`config.mk`:
```
export PLATFORM = sky130hd
export DESIGN_NAME = gps_altitude_fallback_blender
export DESIGN_NICKNAME = d
export VERILOG_FILES = /design/src/design/gafb_pkg.sv /design/src/design/gafb_div.sv /design/src/design/gps_altitude_fallback_blender.sv
export SDC_FILE = /design/constraint.sdc
export NUM_CORES = 2
export LEC_CHECK = 0
export ABC_CLOCK_PERIOD_IN_PS = 16650
export BUFFER_PORTS_ARGS = -buffer_cell sky130_fd_sc_hd__buf_4
export CORE_ASPECT_RATIO = 0.8
export CORE_MARGIN = 2
export CORE_UTILIZATION = 29
export DETAILED_ROUTE_END_ITERATION = 7
export GPL_ROUTABILITY_DRIVEN = 0
export SLEW_MARGIN = 20
export SYNTH_ARGS = -nofsm -noshare
export SYNTH_HDL_FRONTEND = slang
export SYNTH_HIERARCHICAL = 1
export SYNTH_SLANG_ARGS = --single-unit
```
`constraint.sdc`:
```
create_clock -name clk -period 16.65 [get_ports clk]
set_clock_uncertainty 0.15 [all_clocks]
set_input_delay 0.8325 -clock clk [delete_from_list [all_inputs] [get_ports clk]]
set_output_delay 0.8325 -clock clk [all_outputs]
set_load 0.02 [all_outputs]
```
`src/design/gafb_pkg.sv`:
```
package gafb_pkg;

  // Block sizing
  localparam int HISTORY_DEPTH = 10;
  localparam int GOOD_WAIT     = 10;
  localparam int RAMP_DELAY    = 2;

  // Field widths
  localparam int ALT_W     = 24;
  localparam int SLOPE_W   = 17;
  localparam int THR_W     = 23;
  localparam int STATUS_W  = 16;
  localparam int MODE_W    = 4;
  localparam int CNT_W     = 4;
  localparam int SLOPE_FRAC = 16;

  // Receiver quality codes
  localparam logic [STATUS_W-1:0] GOOD_STATUS_NONE = '0;
  localparam logic [STATUS_W-1:0] GOOD_STATUS_ALT  = 16'h0b00;
  localparam logic [MODE_W-1:0]   MIN_GOOD_MODE    = 4'd4;
  localparam logic [CNT_W-1:0]    CNT_MAX          = '1;

  // Configuration register reset values
  localparam logic [SLOPE_W-1:0]       FIT_SLOPE_RST      = 17'd64138;
  localparam logic signed [ALT_W-1:0]  FIT_INTERCEPT_RST  = -24'sd11850;
  localparam logic [THR_W-1:0]         JUMP_THRESHOLD_RST = 23'd12800;

  // Internal datapath widths
  localparam int OFF_W    = 25;
  localparam int FIT_W    = 28;
  localparam int EST_W    = 29;
  localparam int DEV_W    = 30;
  localparam int MUL_A_W  = 30;
  localparam int MUL_P_W  = MUL_A_W + SLOPE_W + 1;
  localparam int RND_HALF = 1 << (SLOPE_FRAC - 1);
  localparam int SUM_W    = OFF_W + $clog2(HISTORY_DEPTH);
  localparam int SLOT_W   = $clog2(HISTORY_DEPTH);
  localparam int SWEEP_W  = $clog2(HISTORY_DEPTH + 1);

  // Divider sizing: DIV_STEP quotient bits per cycle
  localparam int DIV_W       = 36;
  localparam int DIV_STEP    = 4;
  localparam int DIV_DEN_W   = 6;
  localparam int DIV_ITERS   = DIV_W / DIV_STEP;
  localparam int DIV_ITER_W  = $clog2(DIV_ITERS + 1);
  localparam int MEAN_DEN    = HISTORY_DEPTH - 1;
  localparam int RAMP_DEN_RAW = 1 + GOOD_WAIT - RAMP_DELAY;
  localparam int RAMP_DEN    = (RAMP_DEN_RAW < 1) ? 1 : RAMP_DEN_RAW;
  localparam int RES_W       = DIV_W + 1;

  // Saturation limits
  localparam logic signed [ALT_W-1:0] ALT_MAX_V = {1'b0, {(ALT_W-1){1'b1}}};
  localparam logic signed [ALT_W-1:0] ALT_MIN_V = {1'b1, {(ALT_W-1){1'b0}}};
  localparam logic signed [OFF_W-1:0] OFF_MAX_V = {1'b0, {(OFF_W-1){1'b1}}};
  localparam logic signed [OFF_W-1:0] OFF_MIN_V = {1'b1, {(OFF_W-1){1'b0}}};

  // Configuration port
  localparam int CFG_IDX_W = 2;
  localparam int CFG_W     = 24;

  typedef enum logic [CFG_IDX_W-1:0] {
    CFG_FIT_SLOPE      = 2'd0,
    CFG_FIT_INTERCEPT  = 2'd1,
    CFG_JUMP_THRESHOLD = 2'd2
  } cfg_idx_t;

  typedef struct packed {
    logic signed [ALT_W-1:0] gps_alt;
    logic                    gps_alt_missing;
    logic signed [ALT_W-1:0] ref_alt;
    logic                    ref_alt_missing;
    logic [STATUS_W-1:0]     gps_status;
    logic [MODE_W-1:0]       gps_mode;
  } in_t;

  typedef struct packed {
    logic signed [ALT_W-1:0] corrected_alt;
    logic                    result_missing;
    logic                    substituted;
  } out_t;

  // Divider handshake
  typedef struct packed {
    logic                    start;
    logic signed [DIV_W-1:0] num;
    logic [DIV_DEN_W-1:0]    den;
  } div_req_t;

  typedef struct packed {
    logic                    done;
    logic signed [DIV_W-1:0] quot;
  } div_rsp_t;

  typedef enum logic [3:0] {
    ST_IDLE,
    ST_MUL_FIT,
    ST_FIT,
    ST_FILL,
    ST_SWEEP,
    ST_DECIDE,
    ST_DIV_MEAN,
    ST_EST,
    ST_MUL_RAMP,
    ST_RAMP_START,
    ST_DIV_RAMP,
    ST_DONE
  } state_t;

endpackage

```
`src/design/gafb_div.sv`:
```
// Signed divide by a small positive divisor, rounded to nearest with ties
// away from zero. Restoring division, DIV_STEP quotient bits per cycle.
module gafb_div
  import gafb_pkg::*;
(
  input  logic     clk,
  input  logic     rst,
  input  div_req_t req,
  output div_rsp_t rsp
);

  logic                   busy;
  logic                   done;
  logic [DIV_ITER_W-1:0]  iter;
  logic                   neg;
  logic [DIV_DEN_W-1:0]   den_r;
  logic [DIV_W-1:0]       dq;
  logic [DIV_DEN_W-1:0]   rem;

  logic [DIV_W-1:0]       num_abs;
  logic [DIV_W-1:0]       dq_step;
  logic [DIV_DEN_W-1:0]   rem_step;

  // Magnitude of the numerator
  assign num_abs = req.num[DIV_W-1] ? DIV_W'(-req.num) : DIV_W'(req.num);

  // DIV_STEP restoring steps on the narrow remainder
  always_comb begin
    logic [DIV_DEN_W:0] trial;
    logic [DIV_DEN_W:0] diff;
    dq_step  = dq;
    rem_step = rem;
    for (int k = 0; k < DIV_STEP; k++) begin
      trial   = {rem_step, dq_step[DIV_W-1]};
      dq_step = {dq_step[DIV_W-2:0], 1'b0};
      diff    = trial - {1'b0, den_r};
      if (trial >= {1'b0, den_r}) begin
        rem_step   = diff[DIV_DEN_W-1:0];
        dq_step[0] = 1'b1;
      end else begin
        rem_step = trial[DIV_DEN_W-1:0];
      end
    end
  end

  // Control
  always_ff @(posedge clk) begin
    if (rst) begin
      busy <= 1'b0;
      done <= 1'b0;
      iter <= '0;
    end else begin
      done <= 1'b0;
      if (req.start) begin
        busy <= 1'b1;
        iter <= DIV_ITER_W'(DIV_ITERS);
      end else if (busy) begin
        iter <= iter - 1'b1;
        if (iter == DIV_ITER_W'(1)) begin
          busy <= 1'b0;
          done <= 1'b1;
        end
      end
    end
  end

  // Datapath; half the divisor is added up front for rounding
  always_ff @(posedge clk) begin
    if (req.start) begin
      neg   <= req.num[DIV_W-1];
      den_r <= req.den;
      dq    <= num_abs + DIV_W'(req.den >> 1);
      rem   <= '0;
    end else if (busy) begin
      dq  <= dq_step;
      rem <= rem_step;
    end
  end

  assign rsp.done = done;
  assign rsp.quot = neg ? -$signed(dq) : $signed(dq);

endmodule

```
`src/design/gps_altitude_fallback_blender.sv`:
```
// GPS altitude fallback blender. Each input item is one low-rate sample (GPS
// altitude, reference altitude, receiver status and mode, missing flags) and
// gives exactly one result item. Good GPS passes through and refreshes a ring
// of GPS-minus-fit offsets; bad GPS is replaced by the reference fit plus the
// mean of the older offsets, and returning GPS is ramped back in. in_ready is
// high only while the block waits for an item. An item with a missing altitude
// goes straight to the output stage; any other item runs the fit and a sweep
// of the ring (one entry per cycle through the single read port of the offset
// memory), and replacement and ramp values also use the shared divider, which
// retires four quotient bits per cycle. Before its sweep, the first sample with
// both altitudes fills every ring entry with its offset. A finished result sits
// in an output register, so the next item is taken while it waits;
// configuration writes take effect at once and belong between items.
module gps_altitude_fallback_blender
  import gafb_pkg::*;
(
  input  logic                 clk,
  input  logic                 rst,
  input  logic                 in_valid,
  output logic                 in_ready,
  input  in_t                  in_data,
  output logic                 out_valid,
  input  logic                 out_ready,
  output out_t                 out_data,
  input  logic                 cfg_we,
  input  logic [CFG_IDX_W-1:0] cfg_index,
  input  logic [CFG_W-1:0]     cfg_data
);

  state_t state;
  state_t state_next;

  // Configuration registers
  logic [SLOPE_W-1:0]       fit_slope;
  logic signed [ALT_W-1:0]  fit_intercept;
  logic [THR_W-1:0]         jump_threshold;

  // Control state
  logic                     started;
  logic [CNT_W-1:0]         good_count;
  logic                     jump_latched;
  logic [SLOT_W-1:0]        newest_slot;
  logic [CNT_W-1:0]         ramp_step;

  // Working registers
  in_t                      in_r;
  logic signed [MUL_P_W-1:0] prod;
  logic signed [FIT_W-1:0]  fit;
  logic [SWEEP_W-1:0]       cnt;
  logic signed [SUM_W-1:0]  sum;
  logic signed [OFF_W-1:0]  ring_slot;
  logic [SLOT_W-1:0]        rd_idx;
  logic                     rd_ok;
  logic signed [EST_W-1:0]  est;
  logic signed [RES_W-1:0]  res;
  logic                     res_missing;
  logic                     res_subst;

  // Offset memory
  logic signed [OFF_W-1:0]  ring [HISTORY_DEPTH];
  logic signed [OFF_W-1:0]  rd_data;
  logic [SLOT_W-1:0]        ring_raddr;
  logic                     ring_we;
  logic [SLOT_W-1:0]        ring_waddr;

  // Shared divider
  div_req_t                 div_req;
  div_rsp_t                 div_rsp;

  // Combinational datapath
  logic signed [MUL_A_W-1:0] mul_a;
  logic [SLOPE_W-1:0]        mul_b;
  logic signed [SLOPE_W:0]   mul_b_s;
  logic signed [MUL_P_W-1:0] rnd;
  logic signed [MUL_P_W-1:0] rnd_sh;
  logic signed [FIT_W:0]     off_diff;
  logic signed [OFF_W-1:0]   offset;
  logic signed [DEV_W-1:0]   dev;
  logic [DEV_W-1:0]          dev_abs;
  logic                      status_good;
  logic                      mode_good;
  logic [CNT_W-1:0]          gc_calc;
  logic                      jl_set;
  logic                      pass;
  logic                      replace;
  logic [SLOT_W-1:0]         slot_inc;
  logic                      in_missing;
  logic                      out_load;
  logic signed [ALT_W-1:0]   res_sat;

  assign in_ready   = (state == ST_IDLE);
  assign in_missing = in_data.gps_alt_missing | in_data.ref_alt_missing;

  // Shared multiplier operands: fit product or ramp product
  assign mul_a   = (state == ST_MUL_RAMP) ? MUL_A_W'(MUL_A_W'(in_r.gps_alt) - MUL_A_W'(est))
                                          : MUL_A_W'(in_r.ref_alt);
  assign mul_b   = (state == ST_MUL_RAMP) ? SLOPE_W'(ramp_step) : fit_slope;
  assign mul_b_s = $signed({1'b0, mul_b});

  // Q16 rounding, ties toward plus infinity
  assign rnd    = prod + MUL_P_W'(RND_HALF);
  assign rnd_sh = rnd >>> SLOPE_FRAC;

  // Offset against the fit, saturated to the ring width
  assign off_diff = (FIT_W + 1)'(in_r.gps_alt) - (FIT_W + 1)'(fit);
  always_comb begin
    if (off_diff > (FIT_W + 1)'(OFF_MAX_V)) begin
      offset = OFF_MAX_V;
    end else if (off_diff < (FIT_W + 1)'(OFF_MIN_V)) begin
      offset = OFF_MIN_V;
    end else begin
      offset = OFF_W'(off_diff);
    end
  end

  // Jump check against the newest offset
  assign dev     = DEV_W'(in_r.gps_alt) - DEV_W'(fit) - DEV_W'(ring_slot);
  assign dev_abs = dev[DEV_W-1] ? DEV_W'(-dev) : DEV_W'(dev);

  // Good-data counter update
  assign status_good = (in_r.gps_status == GOOD_STATUS_NONE) ||
                       (in_r.gps_status == GOOD_STATUS_ALT);
  assign mode_good   = (in_r.gps_mode >= MIN_GOOD_MODE);
  assign jl_set      = !jump_latched && (dev_abs > DEV_W'(jump_threshold));
  always_comb begin
    gc_calc = (good_count == CNT_MAX) ? good_count : good_count + 1'b1;
    if (!status_good || !mode_good || jl_set) begin
      gc_calc = '0;
    end
  end
  assign pass     = (gc_calc >= CNT_W'(GOOD_WAIT));
  assign replace  = (good_count < CNT_W'(RAMP_DELAY)) || !mode_good;
  assign slot_inc = (newest_slot == SLOT_W'(HISTORY_DEPTH - 1)) ? '0 : newest_slot + 1'b1;

  assign ring_raddr = cnt[SLOT_W-1:0];

  // Sequencer
  always_ff @(posedge clk) begin
    if (rst) begin
      state <= ST_IDLE;
    end else begin
      state <= state_next;
    end
  end

  always_comb begin
    state_next    = state;
    ring_we       = 1'b0;
    ring_waddr    = cnt[SLOT_W-1:0];
    div_req.start = 1'b0;
    div_req.num   = (state == ST_DECIDE) ? DIV_W'(sum) : DIV_W'(prod);
    div_req.den   = (state == ST_DECIDE) ? DIV_DEN_W'(MEAN_DEN) : DIV_DEN_W'(RAMP_DEN);
    unique case (state)
      ST_IDLE: begin
        if (in_valid) begin
          state_next = in_missing ? ST_DONE : ST_MUL_FIT;
        end
      end
      ST_MUL_FIT: begin
        state_next = ST_FIT;
      end
      ST_FIT: begin
        state_next = started ? ST_SWEEP : ST_FILL;
      end
      ST_FILL: begin
        ring_we = 1'b1;
        if (cnt == SWEEP_W'(HISTORY_DEPTH - 1)) begin
          state_next = ST_SWEEP;
        end
      end
      ST_SWEEP: begin
        if (cnt == SWEEP_W'(HISTORY_DEPTH)) begin
          state_next = ST_DECIDE;
        end
      end
      ST_DECIDE: begin
        if (pass) begin
          ring_we    = 1'b1;
          ring_waddr = slot_inc;
          state_next = ST_DONE;
        end else begin
          div_req.start = 1'b1;
          state_next    = ST_DIV_MEAN;
        end
      end
      ST_DIV_MEAN: begin
        if (div_rsp.done) begin
          state_next = ST_EST;
        end
      end
      ST_EST: begin
        state_next = replace ? ST_DONE : ST_MUL_RAMP;
      end
      ST_MUL_RAMP: begin
        state_next = ST_RAMP_START;
      end
      ST_RAMP_START: begin
        div_req.start = 1'b1;
        state_next    = ST_DIV_RAMP;
      end
      ST_DIV_RAMP: begin
        if (div_rsp.done) begin
          state_next = ST_DONE;
        end
      end
      ST_DONE: begin
        if (!out_valid || out_ready) begin
          state_next = ST_IDLE;
        end
      end
      default: begin
        state_next = ST_IDLE;
      end
    endcase
  end

  gafb_div u_div (
    .clk (clk),
    .rst (rst),
    .req (div_req),
    .rsp (div_rsp)
  );

  // Configuration writes; indexes beyond the list are ignored
  always_ff @(posedge clk) begin
    if (rst) begin
      fit_slope      <= FIT_SLOPE_RST;
      fit_intercept  <= FIT_INTERCEPT_RST;
      jump_threshold <= JUMP_THRESHOLD_RST;
    end else if (cfg_we) begin
      if (cfg_index == CFG_FIT_SLOPE) begin
        fit_slope <= cfg_data[SLOPE_W-1:0];
      end
      if (cfg_index == CFG_FIT_INTERCEPT) begin
        fit_intercept <= $signed(cfg_data[ALT_W-1:0]);
      end
      if (cfg_index == CFG_JUMP_THRESHOLD) begin
        jump_threshold <= cfg_data[THR_W-1:0];
      end
    end
  end

  // Offset memory: one write port, one registered read port
  always_ff @(posedge clk) begin
    if (ring_we) begin
      ring[ring_waddr] <= offset;
    end
    rd_data <= ring[ring_raddr];
  end

  // Per-item control state
  always_ff @(posedge clk) begin
    if (rst) begin
      started      <= 1'b0;
      good_count   <= '0;
      jump_latched <= 1'b0;
      newest_slot  <= '0;
      ramp_step    <= '0;
    end else begin
      if (state == ST_FILL && cnt == SWEEP_W'(HISTORY_DEPTH - 1)) begin
        started <= 1'b1;
      end
      if (state == ST_DECIDE) begin
        good_count <= gc_calc;
        if (jl_set) begin
          jump_latched <= 1'b1;
        end
        if (pass) begin
          jump_latched <= 1'b0;
          newest_slot  <= slot_inc;
        end
      end
      if (state == ST_EST) begin
        if (replace) begin
          ramp_step <= '0;
        end else if (ramp_step != CNT_MAX) begin
          ramp_step <= ramp_step + 1'b1;
        end
      end
    end
  end

  // Working datapath
  always_ff @(posedge clk) begin
    rd_ok  <= (state == ST_SWEEP) && (cnt < SWEEP_W'(HISTORY_DEPTH));
    rd_idx <= ring_raddr;
    unique case (state)
      ST_IDLE: begin
        if (in_valid) begin
          in_r        <= in_data;
          res         <= '0;
          res_missing <= in_missing;
          res_subst   <= 1'b0;
        end
      end
      ST_MUL_FIT, ST_MUL_RAMP: begin
        prod <= mul_a * mul_b_s;
      end
      ST_FIT: begin
        fit <= FIT_W'(rnd_sh) + FIT_W'(fit_intercept);
        cnt <= '0;
        sum <= '0;
      end
      ST_FILL: begin
        cnt <= (cnt == SWEEP_W'(HISTORY_DEPTH - 1)) ? '0 : cnt + 1'b1;
      end
      ST_SWEEP: begin
        cnt <= cnt + 1'b1;
        // Sum every entry except the newest, which is kept for the jump check
        if (rd_ok) begin
          if (rd_idx == newest_slot) begin
            ring_slot <= rd_data;
          end else begin
            sum <= sum + SUM_W'(rd_data);
          end
        end
      end
      ST_DECIDE: begin
        res_missing <= 1'b0;
        res_subst   <= !pass;
        res         <= RES_W'(in_r.gps_alt);
      end
      ST_DIV_MEAN: begin
        if (div_rsp.done) begin
          est <= EST_W'(fit) + EST_W'(div_rsp.quot);
        end
      end
      ST_EST: begin
        res <= RES_W'(est);
      end
      ST_DIV_RAMP: begin
        if (div_rsp.done) begin
          res <= RES_W'(est) + RES_W'(div_rsp.quot);
        end
      end
      default: begin
      end
    endcase
  end

  // Result saturation to the altitude range
  always_comb begin
    if (res > RES_W'(ALT_MAX_V)) begin
      res_sat = ALT_MAX_V;
    end else if (res < RES_W'(ALT_MIN_V)) begin
      res_sat = ALT_MIN_V;
    end else begin
      res_sat = ALT_W'(res);
    end
  end

  // Output register
  assign out_load = (state == ST_DONE) && (!out_valid || out_ready);

  always_ff @(posedge clk) begin
    if (rst) begin
      out_valid <= 1'b0;
    end else if (out_load) begin
      out_valid <= 1'b1;
    end else if (out_ready) begin
      out_valid <= 1'b0;
    end
  end

  always_ff @(posedge clk) begin
    if (out_load) begin
      out_data.corrected_alt  <= res_sat;
      out_data.result_missing <= res_missing;
      out_data.substituted    <= res_subst;
    end
  end

endmodule

```
==> metrics.cfg <==
[logic_synthesis]
netlist_top_cells_area = edfxtp_1, fa_1, ha_1, inv_1, nand2_1
ys_seq_area_frac = 0.336
synth_cells = 5989
synth_top_area_frac = 0.294
syn-mean-instance-area_sq_um = 9.95
synth_cell_types = 110
yosysWarnings = 6
synth_top_area_cell = edfxtp_1
syn_area_sq_um = 59600
ys_async_sr_fraction = 0
synth_flop_cell = edfxtp_1
synth_edf_count = 583
synth.ff_latch_count = 708

[final_layout]
fillCellCount = 20600
final_area_sq_um = 66400
final_nets = 7023
drive_above_1_share = 0.0830
area_growth_pct = 11.5
layout_commonest_cell = inv_1
final_cell_mix = inv_1, nand2_1, edfxtp_1
instances_no_fill = 8813

[routing]
viasPerCell = 5.10
vias = 45000
wl_per_cell_um = 20.0
first_pass_iters = 6
wl_um = 177000
remaining_drc_errors = 0
antenna_left = 0
dr.first_iter.drc_count = 4592

[grt]
grt_util_all_layers = 0.167
antenna_found_initial = 15
grt-ovfl-total = 0
grt_max_degree = 95
grt_pass1_wl_um = 269000
first_global_vias = 44000

[worst_setup_path]
slowest_delay_ns = 0.79
critical_path_required_ns = 16.95
worstSetupPathType = reg -> reg
slowest_stage = a2111oi_1
critPathArrivalTime_ns = 11.94
crit_fanout = 6
crit_path_start_kind = register
critPathCaptureType = register

[floorplan]
io_pins = 129
dieWidth_um = 511
die_area_sq_um = 209000
start_util = 0.292
core_sq_um = 204000
fp.dieH_um = 409
rows = 148

[cts]
cts_max_level = 3
cts.reportedPaths.clkPinSlew_ns = 0.07
cts_resized = 0
cts_tree = done
clockRootBuffer = clkbuf_16
clk_latency_ns = 0.70
cts_sinks = 708
numCtsBuffers = 75
ctsHoldBuffers = 0
cts_setup_buffers = 0
cts_buffer_depth = 3

[timing]
rsz0062_at_grt = no
setup_viol = 0
finalMaxSlewViolations = 0
finalHoldViolCount = 0
max_clock_freq_ghz = 0.0859
min_period_over_period = 0.699
finalSetupTns_ns = 0
fin_crit_ns = 11.64
relSlewSlack = 0.257
tightest_slew_ns = 1.10

[flow_run]
maxCapViolations = 0

[placement]
dp_hpwl_um = 139000
place_area_sq_um = 63800
io_buffers = 126
post-place-cells = 8669

[outcome]
outcome = finished clean

[hold_path]
hp-class = in -> reg

area by class of cell:
class	instances	area [sq um]	share of cell area
timing repair buffer	213	1600	0.0241
sequential	708	20000	0.301
clock inverter	50	642	0.00966
inverter	768	2880	0.0434
tap	2700	3380	0.0509
antenna	4	10.0	0.000151
clock buffer	90	1960	0.0296
multi-input combinational	4280	35900	0.541
sequential cells by signal, summed over array words and instances, names as in the netlist, 28 cells and up:
name	cells
est	29
fit	28
in_r	66
prod	44
res	37
ring	250
sum	29
u_div/dq	36
path summary, 6_finish.rpt:
check | cells after the start | end | slack (ns) | startpoint
hold reg to reg | 0 | out_data[1]$_DFFE_PP_ | 0.28 | res_missing$_SDFFCE_PP0P_
setup reg to reg | 41 | prod[40]$_DFFE_PP_ | 5.01 | in_r[46]$_DFFE_PP_
hold / removal | 1 | in_r[10]$_DFFE_PP_ | 0.16 | in_data[10]
setup / recovery | 41 | prod[40]$_DFFE_PP_ | 5.01 | in_r[46]$_DFFE_PP_
cell families (layout without fill, tap and decap cells):
| family | count (synthesis) | after routing | share of synthesized area |
|---|---|---|---|
| and+or+nand+nor | 1765 | 1765 | 0.143 |
| AOI/OAI and AO/OA | 1108 | 1108 | 0.120 |
| buffers and inverters | 1011 | 1121 | 0.0643 |
| adders and majority gates | 876 | 876 | 0.247 |
| DFF | 708 | 708 | 0.336 |
| xor gates and xnor gates | 391 | 391 | 0.0575 |
| muxes | 128 | 128 | 0.0327 |
| other | 2 | 16 | 0.000126 |
critical path, delay by kind of cell, from the launching register on:
kind                       cells  cell delay, ns
AOI/OAI and AO/OA             19            5.06
xor gates and xnor gates       2            0.25
adders and majority gates      9            4.02
buffers and inverters          7            0.52
DFF                            1            0.49
and+or+nand+nor                4            0.89
cell usage after synthesis (21+ instances only):
| library cell | number |
|---|---|
| o21a_1 | 40 |
| nor4_1 | 25 |
| fa_1 | 501 |
| buf_1 | 21 |
| edfxtp_1 | 583 |
| nor2b_1 | 56 |
| nand2b_1 | 53 |
| nor3_1 | 92 |
| o21bai_1 | 38 |
| o21ai_0 | 234 |
| nand2_1 | 739 |
| and3_1 | 180 |
| mux2i_1 | 43 |
| nor2_1 | 286 |
| mux4_2 | 50 |
| o31ai_1 | 32 |
| and2_1 | 62 |
| a31oi_1 | 39 |
| ha_1 | 375 |
| nand3b_1 | 35 |
| a211oi_1 | 55 |
| a22oi_1 | 32 |
| a21o_1 | 123 |
| o211ai_1 | 28 |
| a21oi_1 | 325 |
| nand4_1 | 32 |
| or3_1 | 31 |
| nand3_1 | 83 |
| xnor2_1 | 279 |
| clkbuf_1 | 208 |
| inv_1 | 767 |
| mux2_2 | 34 |
| dfxtp_1 | 125 |
| xor2_1 | 112 |
stage by stage:
stage	util	worst slack (ns)	hold WS, ns
3_3_place_gp	0.313	4.87	0.256
6_report	0.326	5.01	0.160
5_1_grt	0.326	4.38	0.126
3_5_place_dp	0.313	5.17	0.266
4_1_cts	0.326	5.11	0.102
2_1_floorplan	-	6.81	0.233
per-layer routing:
| metal | track usage | up-vias | routed length (um) |
|---|---|---|---|
| met1 | 0.239 | 22400 | 79100 |
| met4 | 0.0436 | 4 | 4550 |
| met2 | 0.254 | 1678 | 76300 |
| met3 | 0.0377 | 225 | 16600 |
| met5 | 0 | - | 22 |
| li1 | - | 20600 | - |
Power is not shown: default switching activity piles up to over one toggle a cycle in this logic, so the estimate is an artifact.
